===== src/rtl/hpt_pkg.sv =====
// Shared constants, types and register codes of the heading PID turn controller.
`default_nettype none

package hpt_pkg;

    localparam int SUM_WIDTH      = 48;
    localparam int GAIN_FRAC_BITS = 32;
    localparam int GAIN_INT_BITS  = 8;
    localparam int GAIN_W         = GAIN_INT_BITS + GAIN_FRAC_BITS;

    localparam int HEAD_W  = 16;
    localparam int ERR_W   = HEAD_W + 1;
    localparam int DIFF_W  = ERR_W + 1;
    localparam int BAND_W  = 8;
    localparam int LIMIT_W = 15;
    localparam int DRIVE_W = 16;

    localparam int CFG_W      = GAIN_W;
    localparam int CFG_ADDR_W = 3;

    localparam int S_DATA_W = 24;
    localparam int M_DATA_W = 40;

    // Integral product is built from 24-bit slices of the error sum, high slice first
    localparam int CHUNK_W    = 24;
    localparam int SUM_CHUNKS = (SUM_WIDTH + CHUNK_W - 1) / CHUNK_W;
    localparam int SUM_EXT_W  = SUM_CHUNKS * CHUNK_W;
    localparam int NSTEPS     = SUM_CHUNKS + 2;
    localparam int STEP_W     = $clog2(NSTEPS);

    localparam int MUL_A_W = GAIN_W + 1;
    localparam int MUL_B_W = CHUNK_W + 1;
    localparam int PROD_W  = MUL_A_W + MUL_B_W;
    localparam int ACC_W   = SUM_WIDTH + GAIN_W + 2;
    localparam int IP_W    = ACC_W - GAIN_FRAC_BITS;

    localparam int QUEUE_DEPTH = 4;
    localparam int QPTR_W      = $clog2(QUEUE_DEPTH);
    localparam int QCNT_W      = QPTR_W + 1;

    localparam logic signed [HEAD_W-1:0] TARGET_RST = '0;
    localparam logic [GAIN_W-1:0]  GAIN_PROP_RST  = GAIN_W'(64'd1288490189);
    localparam logic [GAIN_W-1:0]  GAIN_INTEG_RST = GAIN_W'(64'd129);
    localparam logic [GAIN_W-1:0]  GAIN_DERIV_RST = GAIN_W'(64'd85899345920);
    localparam logic [BAND_W-1:0]  BAND_RST       = BAND_W'(1);
    localparam logic [LIMIT_W-1:0] LIMIT_RST      = LIMIT_W'(200);

    typedef enum logic [CFG_ADDR_W-1:0] {
        REG_TARGET = 3'd0,
        REG_KP     = 3'd1,
        REG_KI     = 3'd2,
        REG_KD     = 3'd3,
        REG_BAND   = 3'd4,
        REG_LIMIT  = 3'd5
    } reg_idx_t;

    typedef struct packed {
        logic signed [HEAD_W-1:0] target;
        logic [GAIN_W-1:0]        kp;
        logic [GAIN_W-1:0]        ki;
        logic [GAIN_W-1:0]        kd;
        logic [BAND_W-1:0]        band;
        logic [LIMIT_W-1:0]       limit;
    } cfg_t;

    typedef struct packed {
        logic signed [ERR_W-1:0]     err;
        logic signed [DIFF_W-1:0]    diff;
        logic signed [SUM_WIDTH-1:0] sum;
        logic                        settled;
    } item_t;

endpackage

`default_nettype wire


===== src/rtl/hpt_cfg.sv =====
// Configuration register file: target, gains, settle band and drive limit.
`default_nettype none

module hpt_cfg (
    input  wire logic                             clk,
    input  wire logic                             rst_n,
    input  wire logic                             cfg_we,
    input  wire logic [hpt_pkg::CFG_ADDR_W-1:0]   cfg_addr,
    input  wire logic [hpt_pkg::CFG_W-1:0]        cfg_wdata,
    output hpt_pkg::cfg_t                         cfg
);

    hpt_pkg::cfg_t cfg_reg;

    always_ff @(posedge clk or negedge rst_n)
    begin
        if (!rst_n)
        begin
            cfg_reg.target <= hpt_pkg::TARGET_RST;
            cfg_reg.kp     <= hpt_pkg::GAIN_PROP_RST;
            cfg_reg.ki     <= hpt_pkg::GAIN_INTEG_RST;
            cfg_reg.kd     <= hpt_pkg::GAIN_DERIV_RST;
            cfg_reg.band   <= hpt_pkg::BAND_RST;
            cfg_reg.limit  <= hpt_pkg::LIMIT_RST;
        end
        else if (cfg_we)
        begin
            case (cfg_addr)
                hpt_pkg::REG_TARGET: cfg_reg.target <= cfg_wdata[hpt_pkg::HEAD_W-1:0];
                hpt_pkg::REG_KP:     cfg_reg.kp     <= cfg_wdata[hpt_pkg::GAIN_W-1:0];
                hpt_pkg::REG_KI:     cfg_reg.ki     <= cfg_wdata[hpt_pkg::GAIN_W-1:0];
                hpt_pkg::REG_KD:     cfg_reg.kd     <= cfg_wdata[hpt_pkg::GAIN_W-1:0];
                hpt_pkg::REG_BAND:   cfg_reg.band   <= cfg_wdata[hpt_pkg::BAND_W-1:0];
                hpt_pkg::REG_LIMIT:  cfg_reg.limit  <= cfg_wdata[hpt_pkg::LIMIT_W-1:0];
                default:             cfg_reg        <= cfg_reg;
            endcase
        end
    end

    assign cfg = cfg_reg;

endmodule

`default_nettype wire


===== config.mk =====
export PLATFORM = sky130hd
export DESIGN_NAME = hpt_cfg
export DESIGN_NICKNAME = d
export VERILOG_FILES = /design/src/rtl/hpt_pkg.sv /design/src/rtl/hpt_cfg.sv
export SDC_FILE = /design/constraint.sdc
export NUM_CORES = 1
export LEC_CHECK = 0
export ABC_CLOCK_PERIOD_IN_PS = 900
export BUFFER_PORTS_ARGS = -buffer_cell sky130_fd_sc_hd__buf_4
export CAP_MARGIN = 10
export CORE_MARGIN = 5
export CORE_UTILIZATION = 52
export CTS_BUF_LIST = sky130_fd_sc_hd__clkbuf_8
export DETAILED_ROUTE_END_ITERATION = 7
export GPL_TIMING_DRIVEN = 0
export MAX_ROUTING_LAYER = met4
export PLACE_DENSITY_LB_ADDON = 0.25
export SLEW_MARGIN = 25
export SYNTH_ARGS = -nofsm -noshare
export SYNTH_HDL_FRONTEND = slang
export SYNTH_SLANG_ARGS = --single-unit

===== constraint.sdc =====
create_clock -name clk -period 0.9 [get_ports clk]
set_input_delay 0.09 -clock clk [delete_from_list [all_inputs] [get_ports clk]]
set_output_delay 0.09 -clock clk [all_outputs]
set_load 0.1 [all_outputs]

==> results of run 1 <==
==> logic make-up after synthesis <==
| kind of cell | count (synthesis) | share of synthesized area [%] |
|---|---|---|
| simple gates | 6 | 1.42 |
| flops | 159 | 66.8 |
| mux | 159 | 29.8 |
| buf+inv | 15 | 1.94 |
==> through the flow <==
stage	cell area (µm²)	hold slack, ps	instances	utilization (%)	setup slack, ps
after floorplan	7080	-206	339	-	-356
after global placement	8790	340	686	77.3	-1250
after detailed placement	8820	70.3	687	77.6	-828
==> metrics, run 1 <==
synthesized cell area 0.00600 mm²; Stop Error [ERROR DPL-0038] Utilization greater than 100%, impossible to legalize; Post-synth top flop dfrtp_1; Netlist cell types 12; Die X 117 µm; Rows 39; H-tree levels 4; Die H ~120 µm; syn_area_per_cell 17.7 µm²; Mapped Cells 339; Initial Utilization 52.8%; Fail Step 4_1_cts; I/O pin cnt 205; CTS Hold Bufs 40; Post-CTS Resized 497; clock sinks 159; syn nets 385; most common cell in the synthesized netlist mux2_2; Bufs on Longest Clock Path 2; Post-CTS Setup Bufs 30; CTS Root Cell clkbuf_8; asr flop ratio synth 100%; EDFF count, synth 0; Yosys reg bits 159; Synth area leaders dfrtp_1 (56%), mux2_2 (29%), dfstp_2 (11%); top cells by count, synth mux2_2 (152), dfrtp_1 (135), dfstp_2 (24); top cell type's share of synthesized area between 50 and 60%; Seq/Total Area, Yosys approximately two thirds; status did not finish; cts bufs inserted 17; Routability Congestion 0.789; yosys warns 0; Yosys top cell by area dfrtp_1; port bufs 204; DPL Wire Length 10900 µm
==> run 2, diff against run 1 <==
Settings changed: CORE_UTILIZATION 52 to 40, CTS_BUF_LIST sky130_fd_sc_hd__clkbuf_8 to default, MAX_ROUTING_LAYER met4 to default, PLACE_DENSITY_LB_ADDON 0.25 to 0.15.
==> metrics, run 2 <==
failing checks negative hold slack, negative setup slack; CP max FO 2; max incr delay on CP around 650 ps; H-tree levels 4 (unchanged); routed wire length about 20000 µm; Post-synth top flop dfrtp_1; yosys warns 0 (unchanged); Reg power frac about 28%; total track usage between 20% and 30%; setup slack at placement -789 ps (+38.3 ps); status finished, violations left; crit path capture type primary output; Die H 132 µm (+13%); most frequent cells in the layout buf_12 (158), mux2_4 (134), dfrtp_4 (117); Mapped Cells 339 (unchanged); I/O pin cnt 205 (unchanged); Pint 23.9 mW; Antenna Nets Post-Route 0; commonest non-fill, non-tap cell in the layout buf_12; syn_area_per_cell 17.7 µm² (unchanged); unrepaired setup endpoints after global routing yes; Final Non-Filler Cells 843; CTS tree yes; Netlist cell types 12 (unchanged); DRC Markers 0; Final setup violation count 201; layout cells sized above 1 between 90 and 100%; cts bufs inserted 17 (unchanged); Peak VDD IR 2410 µV; clock power share 18.9%; diode count 0; Nets roughly 700; Initial Utilization 41.0% (-12 points); Yosys reg bits 159 (unchanged); worst hold-check path type input port to async pin; Via Count between 4k and 5k; top cell type's share of synthesized area 56.3% (unchanged); first-pass GRT wire length just over 30000 µm; Worst Max-Slew Pin Slew 599 ps; Vias/cell between 5 and 6; initial antenna violation count 0; Skew-Pair Late Insertion Delay 420 ps; Fill cells 599; area delta synth->final 107%; Yosys top cell by area dfrtp_1; CTS Root Cell clkbuf_16; placed inst area 0.00888 mm² (+0.58%); Routability Congestion 0.739 (-6.3%); max reg flops around 160; Synth area leaders dfrtp_1 (56%), mux2_2 (29%), dfstp_2 (11%); Bufs on Longest Clock Path 2 (unchanged); vias in the first global route 4799; top cells by count, synth mux2_2 (152), dfrtp_1 (135), dfstp_2 (24); crit share post-route 148%; largest net degree at the start of global routing 82; CP Data Required Time 810 ps; max-cap viol count 0; port bufs 204 (unchanged); worst-path cell chain buf_12; final max-slew violation count 0; Final Critical Period approximately 1300 ps; most common cell in the synthesized netlist mux2_2; DPL Wire Length 10800 µm (-1.6%); First DRT Iteration DRCs ~190; Rows 44 (+13%); Crit path arrival time 1250 ps; NetSw 19.0 mW; placed insts 728 (+6.0%); Die ar. around 0.018 mm²; count of final hold-check violations 64; GRT overflow 0; Seq/Total Area, Yosys 66.8% (unchanged); Comb power frac between 50 and 60%; drt pass-1 iters 4; Sw Ratio 44.3%; syn nets 385 (unchanged); post-route design area 0.0124 mm²; Final Skew 0 ps; LEAKAGE between 5 and 6 nW; Worst setup SP type register; crit path max-delay cell type dfstp_4; CTS Hold Bufs 40 (unchanged); WL/cell 24.2 µm; asr flop ratio synth 100% (unchanged); core area about 0.015 mm²; Max Fclk 748 MHz; buffers and inverters on the worst path 1; clock sinks 159 (unchanged); Crit Path Category register to primary output; Final WS setup -436 ps; family with the most delay on the worst path flip-flops; PwrDens 3460 mW/mm²; Max-slew headroom 60.0%; Worst-path clk slew about 70 ps; synthesized cell area 0.00600 mm² (unchanged); Die X 132 µm (+13%); EDFF count, synth 0 (unchanged); worst hold slack -357 ps
-- run 2: cell counts after synthesis --
No cell type changed its count.
-- run 2: area by class of cell --
class,count,area [µm²],area share (%)
Multi-Input combinational cell,165,2390,19.3
Tap cell,184,230,1.85
Clock buffer,20,457,3.68
Timing Repair Buffer,288,4410,35.5
Buffer,15,169,1.36
Sequential cell,159,4560,36.7
Clock inverter,12,205,1.65
-- run 2: per-layer routing --
layer | global-route usage (%) | share of wire (%) | up-vias
met5 | 0 | 0 | -
met4 | 8.26 | 2.3 | 0
met3 | 7.10 | 5.6 | 31
met2 | 39.6 | 53 | 147
met1 | 27.5 | 39 | 2226
li1 | - | - | 1814
-- run 2: cell families after synthesis --
kind of cell	Yosys count	share of synthesized area [%]
buffers and inverters	15	1.94
flip-flops	159	66.8
AND/OR/NAND/NOR	6	1.42
multiplexers	159	29.8
-- run 2: repair_timing --
action,CTS,global route
gates cloned,0,1
resized for setup,489,49
endpoints found under the setup margin,180,210
endpoints found under the hold margin,223,64
pin swaps,1,1
buffers inserted,24,29
-- run 2: final timing paths --
kind	from	to	slack [ps]	cells after the start
max	cfg[6]	cfg[6]	-440	1
min	rst_n	cfg[52]	-360	1
max reg2reg	cfg[128]	cfg[128]	-110	2
min reg2reg	cfg[99]	cfg[99]	530	1
max in group asynchronous	rst_n	cfg[5]	410	2
min in group clk	cfg_addr[0]	cfg[1]	190	3
-- run 2: per-stage QoR --
step / util [%] / power [mW] / setup TNS (ps)
global placement: 60.4 / 28.3 / -249590
detailed placement: 60.6 / 28.5 / -71140
floorplan: - / 24.9 / -23760
finish: 84.8 / 42.9 / -49960
CTS: 82.9 / 42.1 / -50570
global route: 84.8 / 44.0 / -56060
-- run 2: power by group through the flow --
stage	Sequential, mW	Combinational [mW]	Clock [mW]
final	11.9	22.9	8.13
after global routing	12.1	23.3	8.64
after CTS	11.7	22.2	8.17
after detailed placement	10.9	17.6	0
after global placement	10.8	17.5	0
after floorplan	22.7	2.23	0
Power figures use the tool's default switching activity.
==> run 3, diff against run 2 <==
Settings changed: CTS_BUF_LIST from default to sky130_fd_sc_hd__clkbuf_4.
==> metrics, run 3 (same netlist as run 2, synthesis figures left out) <==
status finished, violations left; failing checks negative hold slack, negative setup slack; largest net degree at the start of global routing 82 (unchanged); crit path max-delay cell type dfstp_4; CP max FO 2 (unchanged); Die X 132 µm (unchanged); Final setup violation count 189 (-6.0%); Vias/cell 4.97 (-0.72%); Sw Ratio 46.7% (+2.5 points); crit share post-route 168% (+20 points); Comb power frac 57.1% (+3.8 points); total track usage 21.8% (-1.2 points); Worst-path clk slew 160 ps (+90 ps); overall power 39.7 mW (-7.5%); max-cap viol count 0 (unchanged); NetSw 18.6 mW (-2.4%); Worst Max-Slew Pin Slew 608 ps (+8.62 ps); Nets 682 (-1.4%); family with the most delay on the worst path flip-flops; GRT overflow 0 (unchanged); Skew-Pair Late Insertion Delay 560 ps (+140 ps); Peak VDD IR 2200 µV (-8.8%); PwrDens 3310 mW/mm² (-4.1%); unrepaired setup endpoints after global routing yes; DPL Wire Length 10800 µm (unchanged); Multi-input gate area 0.00238 mm² (-0.63%); worst hold slack -561 ps (-204 ps); vias in the first global route 4698 (-2.1%); final max-slew violation count 0 (unchanged); final core area utilization 81.8% (-3.1 points); Routability Congestion 0.739 (unchanged); worst-path cell chain buf_12; WL/cell 23.6 µm (-2.8%); Bufs on Longest Clock Path 2 (unchanged); buffers and inverters on the worst path 1 (unchanged); I/O pin cnt 205 (unchanged); Final Skew 0 ps (unchanged); first-pass GRT wire length 29200 µm (-5.2%); Max-slew headroom 59.5% (-0.57 points); Crit Path Category register to primary output; Reg power frac 29.8% (+2.0 points); Die ar. 0.0176 mm² (unchanged); max reg flops 159 (unchanged); clock sinks 159 (unchanged); Worst setup SP type register; First DRT Iteration DRCs 152 (-19%); routed wire length 19700 µm (-3.7%); Pint 21.1 mW (-12%); area taken by flip-flops and latches 0.00455 mm² (about the same); Crit path arrival time 1420 ps (+170 ps); Max Fclk 661 MHz (-12%); CP Data Required Time 810 ps (about the same); clock power share 13.1% (-5.8 points); Rows 44 (unchanged); layout cells sized above 1 92.0% (-0.27 points); setup TNS -76570 ps (-26610 ps); H-tree levels 4 (unchanged); most frequent cells in the layout buf_12 (157), mux2_4 (131), dfrtp_4 (117); initial antenna violation count 1 (+1); Die H 132 µm (unchanged); DRC Markers 0 (unchanged); commonest non-fill, non-tap cell in the layout buf_12; Final Critical Period 1510 ps (+176 ps); Final WS setup -612 ps (-176 ps); CTS Root Cell clkbuf_4; worst hold-check path type input port to async pin; max incr delay on CP 670 ps (+20 ps); port bufs 204 (unchanged); CTS tree yes; cts bufs inserted 17 (unchanged); crit path capture type primary output; drt pass-1 iters 4 (unchanged); area delta synth->final 99.6%; LEAKAGE 5.25 nW (-3.9%); Via Count 4148 (-1.7%); Antenna Nets Post-Route 0 (unchanged); Fill cells 658 (+9.8%); count of final hold-check violations 149 (+130%); CTS Hold Bufs 40 (unchanged); Initial Utilization 41.0% (unchanged); core area 0.0146 mm² (unchanged)
run 3: changes by cell type in the layout (fill, tap and decap cells not counted), moves of 2 or more:
cell / before / now
buf_4: 49 / 46
buf_6: 42 / 38
mux2_2: 20 / 24
diode_2: 0 / 2
clkbuf_8: 2 / 0
buf_2: 3 / 5
clkbuf_16: 17 / 0
mux2_4: 134 / 131
buf_8: 8 / 6
clkinv_1: 0 / 2
clkbuf_4: 2 / 18
run 3: path summary, 6_finish.rpt:
check | from | end | slack [ps] | cells past startpoint
worst max-delay path | cfg[57] | cfg[57] | -610 | 1
worst min-delay path | rst_n | cfg[58] | -560 | 1
worst max register to register | cfg[132] | cfg[132] | -220 | 3
worst min register to register | cfg[153] | cfg[153] | 550 | 1
max in group asynchronous | rst_n | cfg[20] | 580 | 2
min in group clk | cfg_addr[0] | cfg[2] | 40 | 3
run 3: area by class of cell:
cell class                      count  share of cell area [%]
Antenna cell                        2                  0.0418
Buffer                             15                    1.31
Clock buffer                       18                    1.13
Clock inverter                     14                    1.78
Multi-Input combinational cell    165                    19.9
Sequential cell                   159                    38.0
Tap cell                          184                    1.92
Timing Repair Buffer              278                    35.9
run 3: power by group through the flow:
stage          Sequential, mW  Clock [mW]  Combinational (mW)
2_1_floorplan            22.7           0                2.23
3_3_place_gp             10.8           0                17.5
3_5_place_dp             10.9           0                17.6
4_1_cts                  11.7        5.24                22.1
5_1_grt                  12.0        5.68                23.1
6_report                 11.8        5.21                22.7
run 3: stage by stage:
step / hold WS, ps / cell area [µm²] / instances / setup slack (ps)
finish: -561 / 12000 / 835 / -612
global route: -533 / 12000 / 835 / -676
CTS: -525 / 11700 / 816 / -635
detailed placement: 110 / 8880 / 728 / -789
global placement: 339 / 8840 / 727 / -1300
floorplan: -206 / 7080 / 339 / -356
run 3: repair_timing:
action                     in CTS  in global routing
gates resized for setup       479                 34
pin swaps                       1                  0
setup endpoints to repair     169                201
hold endpoints to repair      285                 85
setup buffers                  16                 22
run 3: layer usage:
| metal | wire [µm] | vias up | global-route usage, % |
|---|---|---|---|
| met1 | 7780 | 2180 | 25.7 |
| met2 | 10300 | 141 | 37.1 |
| met5 | 0 | - | 0 |
| met3 | 1140 | 31 | 7.78 |
| li1 | - | 1796 | - |
| met4 | 454 | 0 | 7.45 |
==> run 4, diff against run 3 <==
Settings changed: ABC_AREA from default to 1.
==> metrics, run 4 <==
CP max FO 2 (unchanged); commonest non-fill, non-tap cell in the layout nand2_1; Peak VDD IR 1650 µV (-25%); CTS tree yes; crit path capture type primary output; Worst-path clk slew 140 ps (-20 ps); port bufs 204 (unchanged); I/O pin cnt 205 (unchanged); Final Non-Filler Cells 1181 (+41%); Max-slew headroom 63.8% (+4.3 points); syn_area_per_cell 8.90 µm² (-50%); clock sinks 159 (unchanged); Vias/cell 4.96 (-0.20%); Netlist cell types 12 (unchanged); H-tree levels 4 (unchanged); Worst setup SP type register; Worst Max-Slew Pin Slew 543 ps (-64.6 ps); Yosys top cell by area dfrtp_1; final core area utilization 72.7% (-9.0 points); Final Skew 0 ps (unchanged); worst hold slack -626 ps (-65.8 ps); clock power share 13.6% (+0.5 points); Die ar. 0.0181 mm² (+3.1%); overall power 33.3 mW (-16%); Via Count 5855 (+41%); total track usage 23.9% (+2.1 points); most common cell in the synthesized netlist nand2_1; Initial Utilization 40.8% (-0.19 points); Nets 1026 (+50%); area delta synth->final 78.4%; core area 0.0152 mm² (+3.8%); CTS Hold Bufs 43 (+7.5%); most frequent cells in the layout nand2_1 (382), buf_12 (151), dfrtp_2 (135); final max-slew violation count 0 (unchanged); CP Data Required Time 810 ps (about the same); CTS Root Cell clkbuf_4; Mapped Cells 697 (+110%); worst hold-check path type input port to async pin; worst-path cell chain buf_12; unrepaired setup endpoints after global routing yes; asr flop ratio synth 100% (unchanged); Sw Ratio 49.2% (+2.5 points); LEAKAGE 5.35 nW (+1.9%); failing checks negative hold slack, negative setup slack; Pint 16.9 mW (-20%); DPL Wire Length 13700 µm (+28%); Skew-Pair Late Insertion Delay 540 ps (-20 ps); top cells by count, synth nand2_1 (383), dfrtp_1 (135), nand3_1 (104); Final WS setup -582 ps (+30.3 ps); max reg flops 159 (unchanged); yosys warns 0 (unchanged); Bufs on Longest Clock Path 2 (unchanged); First DRT Iteration DRCs 359 (+140%); Comb power frac 54.7% (-2.4 points); Rows 45 (+2.3%); synthesized cell area 0.00620 mm² (+3.3%); Worst R2R Setup Slack -30 ps (+190 ps); Final setup violation count 161 (-15%); Die H 135 µm (+1.5%); Routability Congestion 0.776 (+5.0%); routed wire length 22400 µm (+14%); diode count 0 (-2); Yosys reg bits 159 (unchanged); Final Critical Period 1480 ps (-30.3 ps); cts bufs inserted 17 (unchanged); Reg power frac 31.6% (+1.8 points); EDFF count, synth 0 (unchanged); NetSw 16.4 mW (-12%); max-cap viol count 0 (unchanged); crit path max-delay cell type dfstp_4; Seq/Total Area, Yosys 64.6% (-2.2 points); WL/cell 19.0 µm (-20%); Antenna Nets Post-Route 0 (unchanged); Max Fclk 675 MHz (+2.0%); Crit path arrival time 1390 ps (-30 ps); layout cells sized above 1 44.1% (-48 points); crit share post-route 165% (-3.4 points); buffers and inverters on the worst path 1 (unchanged); largest net degree at the start of global routing 70 (-15%); Crit Path Category register to primary output; GRT overflow 0 (unchanged); post-route design area 0.0111 mm² (-7.7%); first-pass GRT wire length 33600 µm (+15%); Post-synth top flop dfrtp_1; placed inst area 0.00829 mm² (-6.6%); drt pass-1 iters 5 (+1); top cell type's share of synthesized area 54.5% (-1.8 points); status finished, violations left; Synth area leaders dfrtp_1 (54%), nand2_1 (23%), dfstp_2 (10%); PwrDens 3010 mW/mm² (-9.1%); vias in the first global route 5962 (+27%); family with the most delay on the worst path flip-flops; DRC Markers 0 (unchanged); Die X 135 µm (+1.5%); setup slack at placement -617 ps (+172 ps); syn nets 743 (+93%); count of final hold-check violations 87 (-42%); initial antenna violation count 0 (-1); placed insts 1091 (+50%); max incr delay on CP 670 ps (about the same)
## run 4: per-stage QoR
step | setup TNS [ps] | hold slack [ps]
after floorplan | -1450 | -206
after global placement | -256970 | 308
after detailed placement | -73990 | -31.8
after CTS | -66640 | -652
after global routing | -72520 | -664
final | -61100 | -626
## run 4: cells by family after synthesis
family / count (synthesis) / synth area share [%]
DFF: 159 / 64.6
and+or+nand+nor: 493 / 32.2
buffers and inverters: 45 / 3.13
## run 4: per-layer routing
layer | track usage (%) | vias up | routed length (µm)
li1 | - | 2753 | -
met1 | 30.5 | 2865 | 8950
met2 | 40.4 | 210 | 11600
met3 | 6.74 | 27 | 1380
met4 | 6.11 | 0 | 433
met5 | 0 | - | 0
## run 4: power groups by stage
stage	clock [mW]	sequential (mW)	combinational, mW
floorplan	0	19.8	1.22
global placement	0	9.84	14.4
detailed placement	0	9.85	14.5
CTS	4.63	10.3	17.3
global route	4.92	10.7	18.7
finish	4.54	10.5	18.2
## run 4: layout make-up
type / count / area, µm²
Sequential cell: 159 / 4270
Fill cell: 1062 / 4140
Timing Repair Buffer: 264 / 4060
Multi-Input combinational cell: 493 / 2000
Tap cell: 188 / 235
Buffer: 39 / 173
Clock inverter: 15 / 169
Clock buffer: 17 / 128
Inverter: 6 / 22.5
## run 4: worst reg2reg max path: stages (launching register included)
cell and delay [ps]:
dfrtp_2 450, buf_4 140, buf_4 120, nand2_1 60, nand2_1 60
## run 4: worst paths after layout
kind                       startpoint        to  cells after the start
setup / recovery             cfg[103]  cfg[103]                      1
max in group asynchronous       rst_n  cfg[129]                      3
min in group clk               cfg_we   cfg[21]                      5
hold reg to reg               cfg[66]   cfg[66]                      2
setup reg to reg             cfg[120]  cfg[120]                      4
hold / removal                  rst_n   cfg[29]                      1
## run 4: repair_timing
item,CTS,global route
hold endpoints to repair,247,83
pin swaps,0,0
resized for setup,361,104
gates cloned,0,0
setup buffers,9,6
endpoints found under the setup margin,164,170
